$ cat src/rtl/message_buffer_pool_queue_assert.svh
// assertion macros for the buffer pool queue
// expects signals named clk and rst in the scope of each use
`ifndef MESSAGE_BUFFER_POOL_QUEUE_ASSERT_SVH
`define MESSAGE_BUFFER_POOL_QUEUE_ASSERT_SVH

// plain condition checked at every clock edge outside reset
`define MBPQ_CHECK(label, expr, msg) \
  label: assert property (@(posedge clk) disable iff (rst) (expr)) \
    else $error(msg);

// implication checked at every clock edge outside reset
`define MBPQ_CHECK_IMP(label, ante, cons, msg) \
  label: assert property (@(posedge clk) disable iff (rst) (ante) |-> (cons)) \
    else $error(msg);

`endif

$ cat src/rtl/mbpq_pkg.sv
// shared types, codes and sizes of the buffer pool queue
// no dependencies
`timescale 1ns / 1ps

package mbpq_pkg;

  // store size and field widths
  localparam int NUM_BUFS       = 64;
  localparam int IDX_W          = $clog2(NUM_BUFS);
  localparam int CNT_W          = 7;
  localparam int STAT_W         = 32;
  localparam int STATUS_W       = 2;
  localparam int OP_W           = 3;
  localparam int ADDR_W         = 3;
  localparam int DATA_W         = 32;
  localparam int GROWTH_DIVISOR = 2;

  // register values after reset
  localparam logic [CNT_W-1:0] RESET_POOL_SIZE    = 7'd32;
  localparam logic             RESET_ALLOW_GROWTH = 1'b1;

  // operation codes
  localparam logic [OP_W-1:0] OP_ALLOC    = 3'd0;
  localparam logic [OP_W-1:0] OP_ALLOC_NW = 3'd1;
  localparam logic [OP_W-1:0] OP_SEND     = 3'd2;
  localparam logic [OP_W-1:0] OP_RECV     = 3'd3;
  localparam logic [OP_W-1:0] OP_FREE     = 3'd4;
  localparam logic [OP_W-1:0] OP_PURGE    = 3'd5;

  // result status codes
  localparam logic [STATUS_W-1:0] ST_OK       = 2'd0;
  localparam logic [STATUS_W-1:0] ST_NONE     = 2'd1;
  localparam logic [STATUS_W-1:0] ST_NOT_HELD = 2'd2;

  // register byte addresses
  localparam logic [ADDR_W-1:0] ADDR_POOL_SIZE = 3'd0;

  // where a buffer currently lives
  typedef enum logic [1:0] {
    MARK_UNUSED = 2'd0,
    MARK_FREE   = 2'd1,
    MARK_READY  = 2'd2,
    MARK_HELD   = 2'd3
  } mark_t;

  // one entry of the link memory
  typedef struct packed {
    mark_t            mark;
    logic [IDX_W-1:0] link;
  } entry_t;

  // configuration seen by the controller
  typedef struct packed {
    logic             reinit;
    logic [CNT_W-1:0] init_n;
    logic             grow_en;
  } cfg_t;

endpackage

$ cat src/rtl/mbpq_cfg.sv
// apb configuration registers of the buffer pool queue
// depends on mbpq_pkg
`timescale 1ns / 1ps

module mbpq_cfg (
  input  logic                          clk,
  input  logic                          rst,
  input  logic                          psel,
  input  logic                          penable,
  input  logic                          pwrite,
  input  logic [mbpq_pkg::ADDR_W-1:0]   paddr,
  input  logic [mbpq_pkg::DATA_W-1:0]   pwdata,
  output logic [mbpq_pkg::DATA_W-1:0]   prdata,
  output logic                          pready,
  output mbpq_pkg::cfg_t                cfg
);

  logic [mbpq_pkg::CNT_W-1:0] pool_size;
  logic                       allow_growth;
  logic                       wr_xfer;
  logic                       sel_grow;
  logic [mbpq_pkg::CNT_W-1:0] size_after;

  // pool size limited to one up to the store size
  function automatic logic [mbpq_pkg::CNT_W-1:0] clamp_size(
    input logic [mbpq_pkg::CNT_W-1:0] v
  );
    logic [mbpq_pkg::CNT_W-1:0] r;
    r = v;
    if (v == '0) begin
      r = mbpq_pkg::CNT_W'(1);
    end else if (v > mbpq_pkg::CNT_W'(mbpq_pkg::NUM_BUFS)) begin
      r = mbpq_pkg::CNT_W'(mbpq_pkg::NUM_BUFS);
    end
    return r;
  endfunction

  // write transfer decode, word select on bit two
  assign wr_xfer  = psel && penable && pwrite;
  assign sel_grow = paddr[2];
  assign pready   = 1'b1;

  // register storage
  always_ff @(posedge clk) begin
    if (rst) begin
      pool_size    <= mbpq_pkg::RESET_POOL_SIZE;
      allow_growth <= mbpq_pkg::RESET_ALLOW_GROWTH;
    end else if (wr_xfer) begin
      if (sel_grow) begin
        allow_growth <= pwdata[0];
      end else begin
        pool_size <= pwdata[mbpq_pkg::CNT_W-1:0];
      end
    end
  end

  // pool size that the reinit starts from
  assign size_after = (wr_xfer && !sel_grow) ? pwdata[mbpq_pkg::CNT_W-1:0] : pool_size;

  assign cfg.reinit  = wr_xfer;
  assign cfg.init_n  = clamp_size(size_after);
  assign cfg.grow_en = allow_growth;

  // read data, zero on unaligned addresses
  always_comb begin
    prdata = '0;
    if (paddr[1:0] == mbpq_pkg::ADDR_POOL_SIZE[1:0]) begin
      if (sel_grow) begin
        prdata = mbpq_pkg::DATA_W'(allow_growth);
      end else begin
        prdata = mbpq_pkg::DATA_W'(pool_size);
      end
    end
  end

endmodule

$ cat src/rtl/mbpq_store.sv
// link and mark memory of the buffer pool queue, one read and one write port
// depends on mbpq_pkg
`timescale 1ns / 1ps

module mbpq_store (
  input  logic                        clk,
  input  logic                        rst,
  input  logic                        clear,
  input  logic                        rd_en,
  input  logic [mbpq_pkg::IDX_W-1:0]  rd_addr,
  input  logic                        wr_en,
  input  logic [mbpq_pkg::IDX_W-1:0]  wr_addr,
  input  mbpq_pkg::entry_t            wr_entry,
  input  logic [mbpq_pkg::CNT_W-1:0]  pool_level,
  output mbpq_pkg::entry_t            rd_entry
);

  mbpq_pkg::entry_t             mem [mbpq_pkg::NUM_BUFS];
  mbpq_pkg::entry_t             rd_q;
  mbpq_pkg::entry_t             dflt;
  logic [mbpq_pkg::IDX_W-1:0]   rd_addr_q;
  logic [mbpq_pkg::NUM_BUFS-1:0] touched;

  // memory array, registered read
  always_ff @(posedge clk) begin
    if (wr_en) begin
      mem[wr_addr] <= wr_entry;
    end
    if (rd_en) begin
      rd_q      <= mem[rd_addr];
      rd_addr_q <= rd_addr;
    end
  end

  // one written flag per entry, cleared on reset and reinit
  always_ff @(posedge clk) begin
    if (rst || clear) begin
      touched <= '0;
    end else if (wr_en) begin
      touched[wr_addr] <= 1'b1;
    end
  end

  // unwritten entries read as freshly chained pool entries
  always_comb begin
    dflt.mark = (mbpq_pkg::CNT_W'(rd_addr_q) < pool_level) ? mbpq_pkg::MARK_FREE
                                                          : mbpq_pkg::MARK_UNUSED;
    dflt.link = (rd_addr_q == '0) ? '0 : rd_addr_q - 1'b1;
  end

  assign rd_entry = touched[rd_addr_q] ? rd_q : dflt;

endmodule

$ cat src/rtl/message_buffer_pool_queue.sv
// buffer pool queue top level: operation sequencer over the link memory
// depends on mbpq_pkg, mbpq_cfg, mbpq_store and the assertion header
//
//  channel   transfer when                         payload
//  command   start && !busy                        op, buf_index
//  result    done (one cycle, no backpressure)     status .. waits_total
//  config    psel && penable && pwrite (pready=1)  paddr, pwdata / prdata
//
// a command passes through the exec state before the next transfer can be taken
// send onto a non-empty ready queue also passes through the link state (two link memory writes)
// purge moves k ready buffers onto the free list, one entry per cycle
// the rate is set by the registered read, then the write, of the link memory
// rst clears everything at once (pool size 32, growth on), no clearing pass
// results cannot be stalled; counts on the result ports hold until the next op
`timescale 1ns / 1ps
`include "message_buffer_pool_queue_assert.svh"

module message_buffer_pool_queue (
  input  logic                           clk,
  input  logic                           rst,
  // command channel
  input  logic                           start,
  output logic                           busy,
  input  logic [mbpq_pkg::OP_W-1:0]      op,
  input  logic [mbpq_pkg::IDX_W-1:0]     buf_index,
  // result channel
  output logic                           done,
  output logic [mbpq_pkg::STATUS_W-1:0]  status,
  output logic [mbpq_pkg::IDX_W-1:0]     out_index,
  output logic [mbpq_pkg::CNT_W-1:0]     ready_count,
  output logic [mbpq_pkg::CNT_W-1:0]     free_count,
  output logic [mbpq_pkg::CNT_W-1:0]     held_count,
  output logic [mbpq_pkg::CNT_W-1:0]     pool_count,
  output logic [mbpq_pkg::CNT_W-1:0]     max_ready,
  output logic [mbpq_pkg::STAT_W-1:0]    sends_total,
  output logic [mbpq_pkg::STAT_W-1:0]    recvs_total,
  output logic [mbpq_pkg::STAT_W-1:0]    waits_total,
  // configuration port
  input  logic                           psel,
  input  logic                           penable,
  input  logic                           pwrite,
  input  logic [mbpq_pkg::ADDR_W-1:0]    paddr,
  input  logic [mbpq_pkg::DATA_W-1:0]    pwdata,
  output logic [mbpq_pkg::DATA_W-1:0]    prdata,
  output logic                           pready
);

  localparam logic [mbpq_pkg::CNT_W-1:0]  CNT_ONE  = mbpq_pkg::CNT_W'(1);
  localparam logic [mbpq_pkg::STAT_W-1:0] STAT_ONE = mbpq_pkg::STAT_W'(1);

  typedef enum logic [3:0] {
    S_IDLE  = 4'b0001,
    S_EXEC  = 4'b0010,
    S_LINK  = 4'b0100,
    S_PURGE = 4'b1000
  } state_t;

  state_t state, state_next;

  mbpq_pkg::cfg_t   cfg;
  mbpq_pkg::entry_t rd_entry;
  mbpq_pkg::entry_t wr_entry;

  logic [mbpq_pkg::OP_W-1:0]     op_q;
  logic [mbpq_pkg::IDX_W-1:0]    idx_q;

  logic [mbpq_pkg::IDX_W-1:0]    free_head, free_head_next;
  logic [mbpq_pkg::IDX_W-1:0]    ready_head, ready_head_next;
  logic [mbpq_pkg::IDX_W-1:0]    ready_tail, ready_tail_next;
  logic [mbpq_pkg::CNT_W-1:0]    ready_level, ready_level_next;
  logic [mbpq_pkg::CNT_W-1:0]    free_level, free_level_next;
  logic [mbpq_pkg::CNT_W-1:0]    held_level, held_level_next;
  logic [mbpq_pkg::CNT_W-1:0]    pool_level, pool_level_next;
  logic [mbpq_pkg::CNT_W-1:0]    peak_ready, peak_ready_next;
  logic [mbpq_pkg::STAT_W-1:0]   send_cnt, send_cnt_next;
  logic [mbpq_pkg::STAT_W-1:0]   recv_cnt, recv_cnt_next;
  logic [mbpq_pkg::STAT_W-1:0]   wait_cnt, wait_cnt_next;

  logic [mbpq_pkg::STATUS_W-1:0] status_q, res_status;
  logic [mbpq_pkg::IDX_W-1:0]    out_index_q, res_index;

  logic                          rd_en, wr_en, finish, purge_step;
  logic [mbpq_pkg::IDX_W-1:0]    rd_addr, wr_addr;

  logic [mbpq_pkg::CNT_W-1:0]    grow_half, grow_room, grow_n, grow_top;
  logic [mbpq_pkg::CNT_W-1:0]    ready_inc;
  logic                          held_ok;
  logic [mbpq_pkg::CNT_W-1:0]    init_n;

  mbpq_cfg u_cfg (
    .clk     (clk),
    .rst     (rst),
    .psel    (psel),
    .penable (penable),
    .pwrite  (pwrite),
    .paddr   (paddr),
    .pwdata  (pwdata),
    .prdata  (prdata),
    .pready  (pready),
    .cfg     (cfg)
  );

  mbpq_store u_store (
    .clk        (clk),
    .rst        (rst),
    .clear      (cfg.reinit),
    .rd_en      (rd_en),
    .rd_addr    (rd_addr),
    .wr_en      (wr_en),
    .wr_addr    (wr_addr),
    .wr_entry   (wr_entry),
    .pool_level (pool_level),
    .rd_entry   (rd_entry)
  );

  // growth size: half the pool, capped at the room left in the store
  assign grow_half = mbpq_pkg::CNT_W'(pool_level / mbpq_pkg::GROWTH_DIVISOR);
  assign grow_room = mbpq_pkg::CNT_W'(mbpq_pkg::NUM_BUFS) - pool_level;
  assign grow_n    = (grow_half > grow_room) ? grow_room : grow_half;
  assign grow_top  = pool_level + grow_n - CNT_ONE;

  assign ready_inc = ready_level + CNT_ONE;
  assign held_ok   = (rd_entry.mark == mbpq_pkg::MARK_HELD) && (held_level != '0);

  // sequencer and next state of the list registers
  always_comb begin
    state_next       = state;
    free_head_next   = free_head;
    ready_head_next  = ready_head;
    ready_tail_next  = ready_tail;
    ready_level_next = ready_level;
    free_level_next  = free_level;
    held_level_next  = held_level;
    pool_level_next  = pool_level;
    peak_ready_next  = peak_ready;
    send_cnt_next    = send_cnt;
    recv_cnt_next    = recv_cnt;
    wait_cnt_next    = wait_cnt;
    rd_en            = 1'b0;
    rd_addr          = ready_head;
    wr_en            = 1'b0;
    wr_addr          = idx_q;
    wr_entry.mark    = mbpq_pkg::MARK_HELD;
    wr_entry.link    = '0;
    finish           = 1'b0;
    purge_step       = 1'b0;
    res_status       = mbpq_pkg::ST_OK;
    res_index        = '0;

    case (state)
      S_IDLE: begin
        // read the entry the command will touch
        if (start) begin
          rd_en      = 1'b1;
          state_next = S_EXEC;
          if (op inside {mbpq_pkg::OP_ALLOC, mbpq_pkg::OP_ALLOC_NW}) begin
            rd_addr = free_head;
          end else if (op inside {mbpq_pkg::OP_SEND, mbpq_pkg::OP_FREE}) begin
            rd_addr = buf_index;
          end
        end
      end

      S_EXEC: begin
        finish = 1'b1;
        case (op_q)
          mbpq_pkg::OP_ALLOC, mbpq_pkg::OP_ALLOC_NW: begin
            if (free_level != '0) begin
              // pop the free list head
              res_index       = free_head;
              free_head_next  = (free_level == CNT_ONE) ? '0 : rd_entry.link;
              free_level_next = free_level - CNT_ONE;
              held_level_next = held_level + CNT_ONE;
              wr_en           = 1'b1;
              wr_addr         = free_head;
            end else if (op_q == mbpq_pkg::OP_ALLOC && cfg.grow_en && grow_n != '0) begin
              // grow the pool and pop the top new entry
              res_index       = grow_top[mbpq_pkg::IDX_W-1:0];
              free_head_next  = (grow_n == CNT_ONE) ? '0
                                : grow_top[mbpq_pkg::IDX_W-1:0] - 1'b1;
              free_level_next = grow_n - CNT_ONE;
              pool_level_next = pool_level + grow_n;
              held_level_next = held_level + CNT_ONE;
              wr_en           = 1'b1;
              wr_addr         = grow_top[mbpq_pkg::IDX_W-1:0];
            end else begin
              res_status = mbpq_pkg::ST_NONE;
            end
          end

          mbpq_pkg::OP_SEND: begin
            if (held_ok) begin
              held_level_next  = held_level - CNT_ONE;
              ready_level_next = ready_inc;
              send_cnt_next    = send_cnt + STAT_ONE;
              peak_ready_next  = (ready_inc > peak_ready) ? ready_inc : peak_ready;
              ready_tail_next  = idx_q;
              wr_en            = 1'b1;
              wr_entry.mark    = mbpq_pkg::MARK_READY;
              if (ready_level == '0) begin
                ready_head_next = idx_q;
              end else begin
                // link the old tail first, mark the buffer next cycle
                wr_addr       = ready_tail;
                wr_entry.link = idx_q;
                finish        = 1'b0;
                state_next    = S_LINK;
              end
            end else begin
              res_status = mbpq_pkg::ST_NOT_HELD;
            end
          end

          mbpq_pkg::OP_RECV: begin
            if (ready_level == '0) begin
              res_status    = mbpq_pkg::ST_NONE;
              wait_cnt_next = wait_cnt + STAT_ONE;
            end else begin
              res_index        = ready_head;
              ready_level_next = ready_level - CNT_ONE;
              held_level_next  = held_level + CNT_ONE;
              recv_cnt_next    = recv_cnt + STAT_ONE;
              if (ready_level == CNT_ONE) begin
                ready_head_next = '0;
                ready_tail_next = '0;
              end else begin
                ready_head_next = rd_entry.link;
              end
              wr_en         = 1'b1;
              wr_addr       = ready_head;
              wr_entry.link = rd_entry.link;
            end
          end

          mbpq_pkg::OP_FREE: begin
            if (held_ok) begin
              wr_en           = 1'b1;
              wr_entry.mark   = mbpq_pkg::MARK_FREE;
              wr_entry.link   = (free_level == '0) ? '0 : free_head;
              free_head_next  = idx_q;
              free_level_next = free_level + CNT_ONE;
              held_level_next = held_level - CNT_ONE;
            end else begin
              res_status = mbpq_pkg::ST_NOT_HELD;
            end
          end

          mbpq_pkg::OP_PURGE: begin
            if (ready_level != '0) begin
              purge_step = 1'b1;
            end
          end

          default: begin
          end
        endcase
      end

      S_LINK: begin
        // mark the sent buffer as the new tail
        wr_en         = 1'b1;
        wr_entry.mark = mbpq_pkg::MARK_READY;
        finish        = 1'b1;
      end

      S_PURGE: begin
        purge_step = 1'b1;
      end

      default: begin
        state_next = S_IDLE;
      end
    endcase

    // purge: move the ready head onto the free list, read the next one
    if (purge_step) begin
      finish           = 1'b0;
      ready_level_next = ready_level - CNT_ONE;
      recv_cnt_next    = recv_cnt + STAT_ONE;
      free_head_next   = ready_head;
      free_level_next  = free_level + CNT_ONE;
      wr_en            = 1'b1;
      wr_addr          = ready_head;
      wr_entry.mark    = mbpq_pkg::MARK_FREE;
      wr_entry.link    = (free_level == '0) ? '0 : free_head;
      if (ready_level == CNT_ONE) begin
        ready_head_next = '0;
        ready_tail_next = '0;
        finish          = 1'b1;
      end else begin
        ready_head_next = rd_entry.link;
        rd_en           = 1'b1;
        rd_addr         = rd_entry.link;
        state_next      = S_PURGE;
      end
    end

    if (finish) begin
      state_next = S_IDLE;
    end
  end

  // pool size used by reset and reinit
  assign init_n = rst ? mbpq_pkg::RESET_POOL_SIZE : cfg.init_n;

  // control and list registers
  always_ff @(posedge clk) begin
    if (rst || cfg.reinit) begin
      state       <= S_IDLE;
      done        <= 1'b0;
      free_head   <= mbpq_pkg::IDX_W'(init_n - CNT_ONE);
      ready_head  <= '0;
      ready_tail  <= '0;
      ready_level <= '0;
      free_level  <= init_n;
      held_level  <= '0;
      pool_level  <= init_n;
      peak_ready  <= '0;
      send_cnt    <= '0;
      recv_cnt    <= '0;
      wait_cnt    <= '0;
    end else begin
      state       <= state_next;
      done        <= finish;
      free_head   <= free_head_next;
      ready_head  <= ready_head_next;
      ready_tail  <= ready_tail_next;
      ready_level <= ready_level_next;
      free_level  <= free_level_next;
      held_level  <= held_level_next;
      pool_level  <= pool_level_next;
      peak_ready  <= peak_ready_next;
      send_cnt    <= send_cnt_next;
      recv_cnt    <= recv_cnt_next;
      wait_cnt    <= wait_cnt_next;
    end
  end

  // command capture and result payload
  always_ff @(posedge clk) begin
    if (state == S_IDLE && start) begin
      op_q  <= op;
      idx_q <= buf_index;
    end
    if (finish) begin
      status_q    <= res_status;
      out_index_q <= res_index;
    end
  end

  assign busy        = (state != S_IDLE);
  assign status      = status_q;
  assign out_index   = out_index_q;
  assign ready_count = ready_level;
  assign free_count  = free_level;
  assign held_count  = held_level;
  assign pool_count  = pool_level;
  assign max_ready   = peak_ready;
  assign sends_total = send_cnt;
  assign recvs_total = recv_cnt;
  assign waits_total = wait_cnt;

  // every buffer of the pool is in exactly one place
  `MBPQ_CHECK(a_levels_sum, (32'(ready_level) + 32'(free_level) + 32'(held_level) == 32'(pool_level)), "pool levels do not add up")
  // peak never falls below the current queue length
  `MBPQ_CHECK(a_peak_ready, (peak_ready >= ready_level), "peak ready below ready level")
  // a result strobe only while the sequencer is idle
  `MBPQ_CHECK_IMP(a_done_idle, done, !busy, "result strobe while busy")
  // list walk never reads the entry it is writing
  `MBPQ_CHECK_IMP(a_rd_wr_clash, (rd_en && wr_en), (rd_addr != wr_addr), "link memory read and write collide")

endmodule
$ cat config.mk
export PLATFORM = sky130hd
export DESIGN_NAME = message_buffer_pool_queue
export DESIGN_NICKNAME = d
export VERILOG_FILES = /design/src/rtl/mbpq_pkg.sv /design/src/rtl/mbpq_cfg.sv /design/src/rtl/mbpq_store.sv /design/src/rtl/message_buffer_pool_queue.sv
export VERILOG_INCLUDE_DIRS = /design/src /design/src/rtl
export SDC_FILE = /design/constraint.sdc
export NUM_CORES = 1
export LEC_CHECK = 0
export BUFFER_PORTS_ARGS = -buffer_cell sky130_fd_sc_hd__buf_2
export CORE_MARGIN = 2
export CORE_UTILIZATION = 44
export DETAILED_ROUTE_END_ITERATION = 8
export PLACE_DENSITY = 0.66
export SYNTH_ARGS = -nofsm -noshare
export SYNTH_HDL_FRONTEND = slang
export SYNTH_SLANG_ARGS = --single-unit
$ cat constraint.sdc
create_clock -name clk -period 15.4 [get_ports clk]
set_input_delay 2.31 -clock clk [delete_from_list [all_inputs] [get_ports clk]]
set_output_delay 2.31 -clock clk [all_outputs]
set_load 0.02 [all_outputs]
==> results of run 1 <==
==> per-layer routing <==
metal / wire, um / GRT usage [%] / vias up
met5: 0 / 0 / -
met4: 2500 / 6.57 / 0
li1: - / - / 11474
met1: 38800 / 30.2 / 11922
met2: 40700 / 33.4 / 1017
met3: 7230 / 3.47 / 172
==> layout by cell type (no fill, tap or decap), drive strengths merged, types with 74 or more instances in the layout <==
| master | instances |
|---|---|
| edfxtp | 563 |
| inv | 74 |
| nand3 | 189 |
| o21ai | 110 |
| mux2i | 200 |
| xor2 | 75 |
| a21oi | 89 |
| dfxtp | 206 |
| nor2 | 309 |
| clkbuf | 112 |
| buf | 219 |
| nand2 | 410 |
==> layout make-up <==
class                      instances  area, um^2
fill                            6914       39600
clock buffer                     112        2270
tap                             1050        1310
timing repair buffer             219        1230
multi-input combinational       2049       13100
sequential                       769       21000
inverter                          74         280
clock inverter                    27         200
==> registers in the layout (all words and copies together), names as in the netlist <==
name,count
waits_total,32
ready_head,6
u_cfg.allow_growth,1
u_cfg.pool_size,7
max_ready,7
pool_count,7
free_head,6
recvs_total,32
u_store.rd_q,8
done,1
ready_count,7
u_store.rd_addr_q,6
idx_q,6
u_store.mem,512
free_count,7
out_index,6
state,4
sends_total,32
op_q,3
ready_tail,6
held_count,7
status,2
u_store.touched,64
==> worst reg2reg max path, delay by kind of cell (launching register included) <==
kind / cells / cell delay (ps)
DFF: 1 / 540
buffers and inverters: 2 / 210
and+or+nand+nor: 7 / 1930
AOI/OAI and AO/OA: 6 / 1990
xor gates and xnor gates: 3 / 730
adders and majority gates: 5 / 1520
==> kinds of logic (layout without fill, tap and decap cells) <==
kind of cell	after synthesis	count (layout)	share of synthesized area (%)
multiplexers	222	222	6.76
buffers and inverters	260	432	3.60
AO/OA/AOI/OAI	525	525	10.6
adder cells (fa/ha/maj)	46	46	1.67
XOR/XNOR	120	120	2.99
other	2	26	0.0214
flip-flops	769	769	59.9
AND/OR/NAND/NOR	1110	1110	14.5
==> final timing paths <==
check                                                   endpoint                        startpoint  slack, ps
worst max-delay path                u_store.mem[53][5]$_DFFE_PP_           pool_count[1]$_DFFE_PP_       8100
worst max register to register      u_store.mem[53][5]$_DFFE_PP_           pool_count[1]$_DFFE_PP_       8100
worst min-delay path            u_store.touched[47]$_SDFFE_PN0N_  u_store.touched[47]$_SDFFE_PN0N_        450
worst min register to register  u_store.touched[47]$_SDFFE_PN0N_  u_store.touched[47]$_SDFFE_PN0N_        450
==> power by group through the flow <==
stage | Clock [mW] | Sequential [mW] | Combinational, mW
2_1_floorplan | 0 | 2.31 | 0.707
3_3_place_gp | 0 | 2.32 | 0.924
3_5_place_dp | 0 | 2.32 | 0.928
4_1_cts | 1.87 | 2.27 | 0.935
5_1_grt | 1.95 | 2.28 | 1.04
6_report | 1.84 | 2.27 | 0.946
==> qor.csv, run 1 <==
metric,value,unit
vias_per_cell,5.72,
wl_per_cell,20.7,um
dp_hpwl,55.9,mm
hp-class,register to register,
drt_iter0_drc,2308,
worst-path-stages,23,
ioPinCount,224,
worstPathArrival,7540,ps
fp-row-count,103,
worstSetupEndpointType,register,
timing.final.hold_violations,0,
synth_flop_cell,edfxtp_1,
period_share,47.4,%
synth_edf_count,563,
async_flop_share,0,%
ys_warn_count,0,
p_leak,15.5,nW
drv_cap,0,
final_cell_area,39400,um^2
grt_usage,21.2,%
combPwrFrac,18.7,%
syn2layout_area_growth,12.1,%
pwr_density_cell,128,nW/um^2
grt_pass1_wl,136,mm
worst_pin_slew,1240,ps
clockBufferDepth,3,
first_pass_iters,6,
synth_area,35100,um^2
synth_cell_types,100,
drc,0,
finalWirelength,89.2,mm
num_antenna_cells,0,
fin_ws,8100,ps
cts_tree,yes,
timing.critical_path.buf_inv,2,
critical_path.top_delay_family,compound AO/OA/AOI/OAI gates,
synth_top_area_share,48.1,%
htreeDepth,3,
slowest_stage,nor2_1,
port_buffers,172,
dpl-instance-area,36900,um^2
cp_cell_sequence,"inv_1, ha_1, nand2_1, xnor2_1, inv_1, ha_1, o21a_1, o22ai_1, a211o_1, o21ai_0, ha_1, fa_1, xnor2_1, ha_1, nor2b_1, nand2_1, nor2_1, xnor2_1, nand3_1, a21o_1, a31oi_4, nand3_1, nor2_1",
crit_type,register to register,
power.share.switching,28.3,%
tns,0,ps
worst_setup_path_start_kind,register,
synth_top_cell_by_area,edfxtp_1,
insertion_delay,630,ps
holdPathStages,2,
p_clk_share,36.3,%
rsz0062_at_grt,no,
cts_root_buf,clkbuf_16,
post_cts_buffers,0,
ant_nets,0,
required,15630,ps
cts_made_buffers,81,
cts.sinks,769,
cpMostUsedCell,ha_1,
antenna_found_initial,0,
dpl.cell_count,4161,
synth.top_cells.by_count,"563 x edfxtp_1, 409 x nand2_1, 304 x nor2_1",
p_seq_share,45.0,%
outcome,"finished, final reports clean",
fin_hold_ws,448,ps
cts.clk_slew.worst_paths,70,ps
final_util,49.8,%
critPathMaxFanout,17,
cts-resized-gates,0,
synth-seq-cells,769,
ir_drop,0.000111,V
ys_seq_area_share,59.9,%
switchingPower,1.43,mW
grt_overflow,0,
synth_cells,3054,
first_global_vias,22718,
avgSynthCellArea,11.5,um^2
die_h,287,um
die_w,287,um
coreArea,79000,um^2
fmax,0.137,GHz
pre_cts_ws,8080,ps
period_needed,7300,ps
slew_viol_final,0,
finalSetupViolCount,0,
p_int,3.63,mW
skew,29.1,ps
grt_max_degree,146,
route.vias.total,24585,
synth_most_common_cell,edfxtp_1,
fp.dieArea,82100,um^2
cts.hold.buffers_added,0,
r2r_cells,23,
fin_cells,4300,
finalPower,5.06,mW
drive_gt1_share,12.9,%
slowest_delay,850,ps
yosys-top-cells-area,"edfxtp_1 48%, dfxtp_1 12%, mux2i_1 5.7%",
nets,3289,
slew_headroom,16.6,%
place.gp.congestion,0.899,
start_util,44.5,%
Note: power is estimated with default switching activity, not from simulation.
==> run 2: changes to the inputs <==
- PLACE_DENSITY: 0.66 -> 0.68
- clock period: 15.4 -> 6.3 ns (I/O delays scaled with it)
==> run 2 against run 1 <==
Clock power grew to 2.6 times the previous value. Design area rose by 2.9%. Worst hold slack worse by 0.53 ps. Combinational power increased to 2.8 times the previous value. Non-clock buffer count grew 107. Routed wire length increased by 3.3%. Sequential power grew 140%. Register-to-register slack lost 7700 ps. Core utilization grew 1.5 points.
==> qor.csv, run 2 (synthesis results as in run 1) <==
metric,value,unit,change
die_w,287,um,unchanged
cts.sinks,769,,unchanged
period_needed,5880,ps,-1430 ps
tns,0,ps,unchanged
die_h,287,um,unchanged
syn2layout_area_growth,15.4,%,
fp.dieArea,82100,um^2,unchanged
rsz0062_at_grt,no,,
finalWirelength,92.1,mm,+3.3%
place.gp.congestion,0.904,,+0.54%
critPathMaxFanout,8,,-9
port_buffers,172,,unchanged
drive_gt1_share,16.9,%,+4.0 points
worst_setup_path_start_kind,register,,
dp_hpwl,59.7,mm,+6.7%
n_fill_cell,6831,,-1.2%
drv_cap,0,,unchanged
slew_viol_final,0,,unchanged
worstSetupEndpointType,register,,
first_global_vias,23674,,+4.2%
outcome,"finished, final reports clean",,
start_util,44.5,%,unchanged
crit_type,register to register,,
vias_per_cell,5.68,,-0.62%
cp-startpoint,pool_count[1]$_DFFE_PP_,,
grt_max_degree,86,,-41%
cts_root_buf,clkbuf_16,,
ioPinCount,224,,unchanged
clockBufferDepth,3,,unchanged
insertion_delay,640,ps,about the same
largest_register_ffs,512,,unchanged
skew,35.1,ps,+6.02 ps
nets,3395,,+3.2%
grt_pass1_wl,140,mm,+2.6%
drc,0,,unchanged
fmax,0.170,GHz,+24%
worstPathArrival,6200,ps,-1340 ps
hp-class,register to register,,
grt_usage,21.9,%,+0.63 points
wl_per_cell,20.9,um,+0.60%
final_common_cell,edfxtp_1,,
dpl-instance-area,37800,um^2,+2.3%
worst_pin_slew,1280,ps,+33.4 ps
period_share,93.3,%,+46 points
htreeDepth,3,,unchanged
finalSetupViolCount,0,,unchanged
antenna_found_initial,0,,unchanged
worst_hold_startpoint,u_store.touched[39]$_SDFFE_PN0N_,,
fp-row-count,103,,unchanged
route.vias.total,25085,,+2.0%
final_cell_area,40500,um^2,+2.9%
pwr_density_cell,320,nW/um^2,+150%
p_leak,16.2,nW,+4.3%
reg.largest.list,"u_store.mem x512, u_store.touched x64",,
rr_startpoint,pool_count[1]$_DFFE_PP_,,
ir_drop,0.000340,V,+200%
timing.final.hold_violations,0,,unchanged
ant_nets,0,,unchanged
num_antenna_cells,0,,unchanged
cts_tree,yes,,
drt_iter0_drc,2539,,+10%
grt_overflow,0,,unchanged
first_pass_iters,8,,+2
largest_register,u_store.mem,,
final_cell_mix,"563 x edfxtp_1, 409 x nand2_1, 280 x nor2_1",,
cts.clk_slew.worst_paths,60,ps,about the same
cts_made_buffers,80,,-1.2%
slew_headroom,14.4,%,-2.2 points
required,6630,ps,-9000 ps
coreArea,79000,um^2,unchanged
==> run 2: cell types whose count changed in the layout (fill, tap and decap cells not counted), moves of 2 or more <==
cell       change
buf_4        +102
or3_4          +2
or3_1          -3
clkinv_2      +10
buf_12         +5
clkbuf_8       -2
clkbuf_1       -9
a2111oi_1      +2
nor2_2        +13
nor2_4         +8
clkinv_4       +2
nor2_1        -21
bufinv_16      +6
a2111oi_0      -2
==> run 2: path summary, 6_finish.rpt <==
check,end,slack [ps],cells after the start
worst min-delay path,u_store.touched[39]$_SDFFE_PN0N_,450,2
worst min register to register,u_store.touched[39]$_SDFFE_PN0N_,450,2
worst max register to register,u_store.mem[28][2]$_DFFE_PP_,420,22
worst max-delay path,u_store.mem[28][2]$_DFFE_PP_,420,22
==> run 2: metal layers <==
| layer | track usage (%) | share of wire [%] | up-vias |
|---|---|---|---|
| met4 | 7.00 | 2.8 | 0 |
| li1 | - | - | 11702 |
| met3 | 3.51 | 8.3 | 151 |
| met2 | 35.5 | 47 | 1036 |
| met5 | 0 | 0 | - |
| met1 | 30.1 | 42 | 12196 |
==> run 2: area by class of cell <==
cell class              instances  area [um^2]  area share [%]
well taps                    1050         1310            3.24
multi-input cells            2049        13200            32.5
inverters                      74          280           0.691
flip-flops and latches        769        21000            51.9
clock inverters                47          464            1.15
clock buffers                 100         2180            5.38
repair buffers                326         2090            5.16
==> run 2: report_power, final <==
part	internal, mW	switching, mW
combinational	1.08	1.60
sequential	5.45	0.0880
clock	2.79	1.97
total	9.32	3.66
==> run 2: timing repair <==
| item | 4_1_cts | 5_1_grt |
|---|---|---|
| setup endpoints to repair | 0 | 390 |
| gates resized for setup | 0 | 35 |
| setup buffers | 0 | 1 |
| hold buffers | 0 | 0 |
==> run 2: worst max-delay path, stage by stage, from the launching register on <==
cell and delay, ps:
edfxtp_1 460, inv_1 110, ha_1 210, nand2_1 100
xnor2_1 140, inv_1 70, ha_1 290, o21a_1 130
o22ai_1 70, a211o_1 340, o21ai_0 250, ha_1 240
fa_1 490, inv_1 160, ha_1 210, nand3_1 90
xor2_1 160, a2111oi_0 510, o21ai_1 230, a32o_1 400
or3_4 510, nor2_1 180, buf_4 190
==> run 2: stage by stage <==
step	hold WS, ps	setup WS, ps	cells	util, %	total power [mW]
final	447	424	4415	51.3	13.0
after global routing	478	23.9	4415	51.3	13.5
after CTS	450	82.0	4414	51.1	13.0
after detailed placement	437	185	4267	47.8	8.25
after global placement	430	253	4267	47.8	8.24
after floorplan	420	260	3078	-	7.38
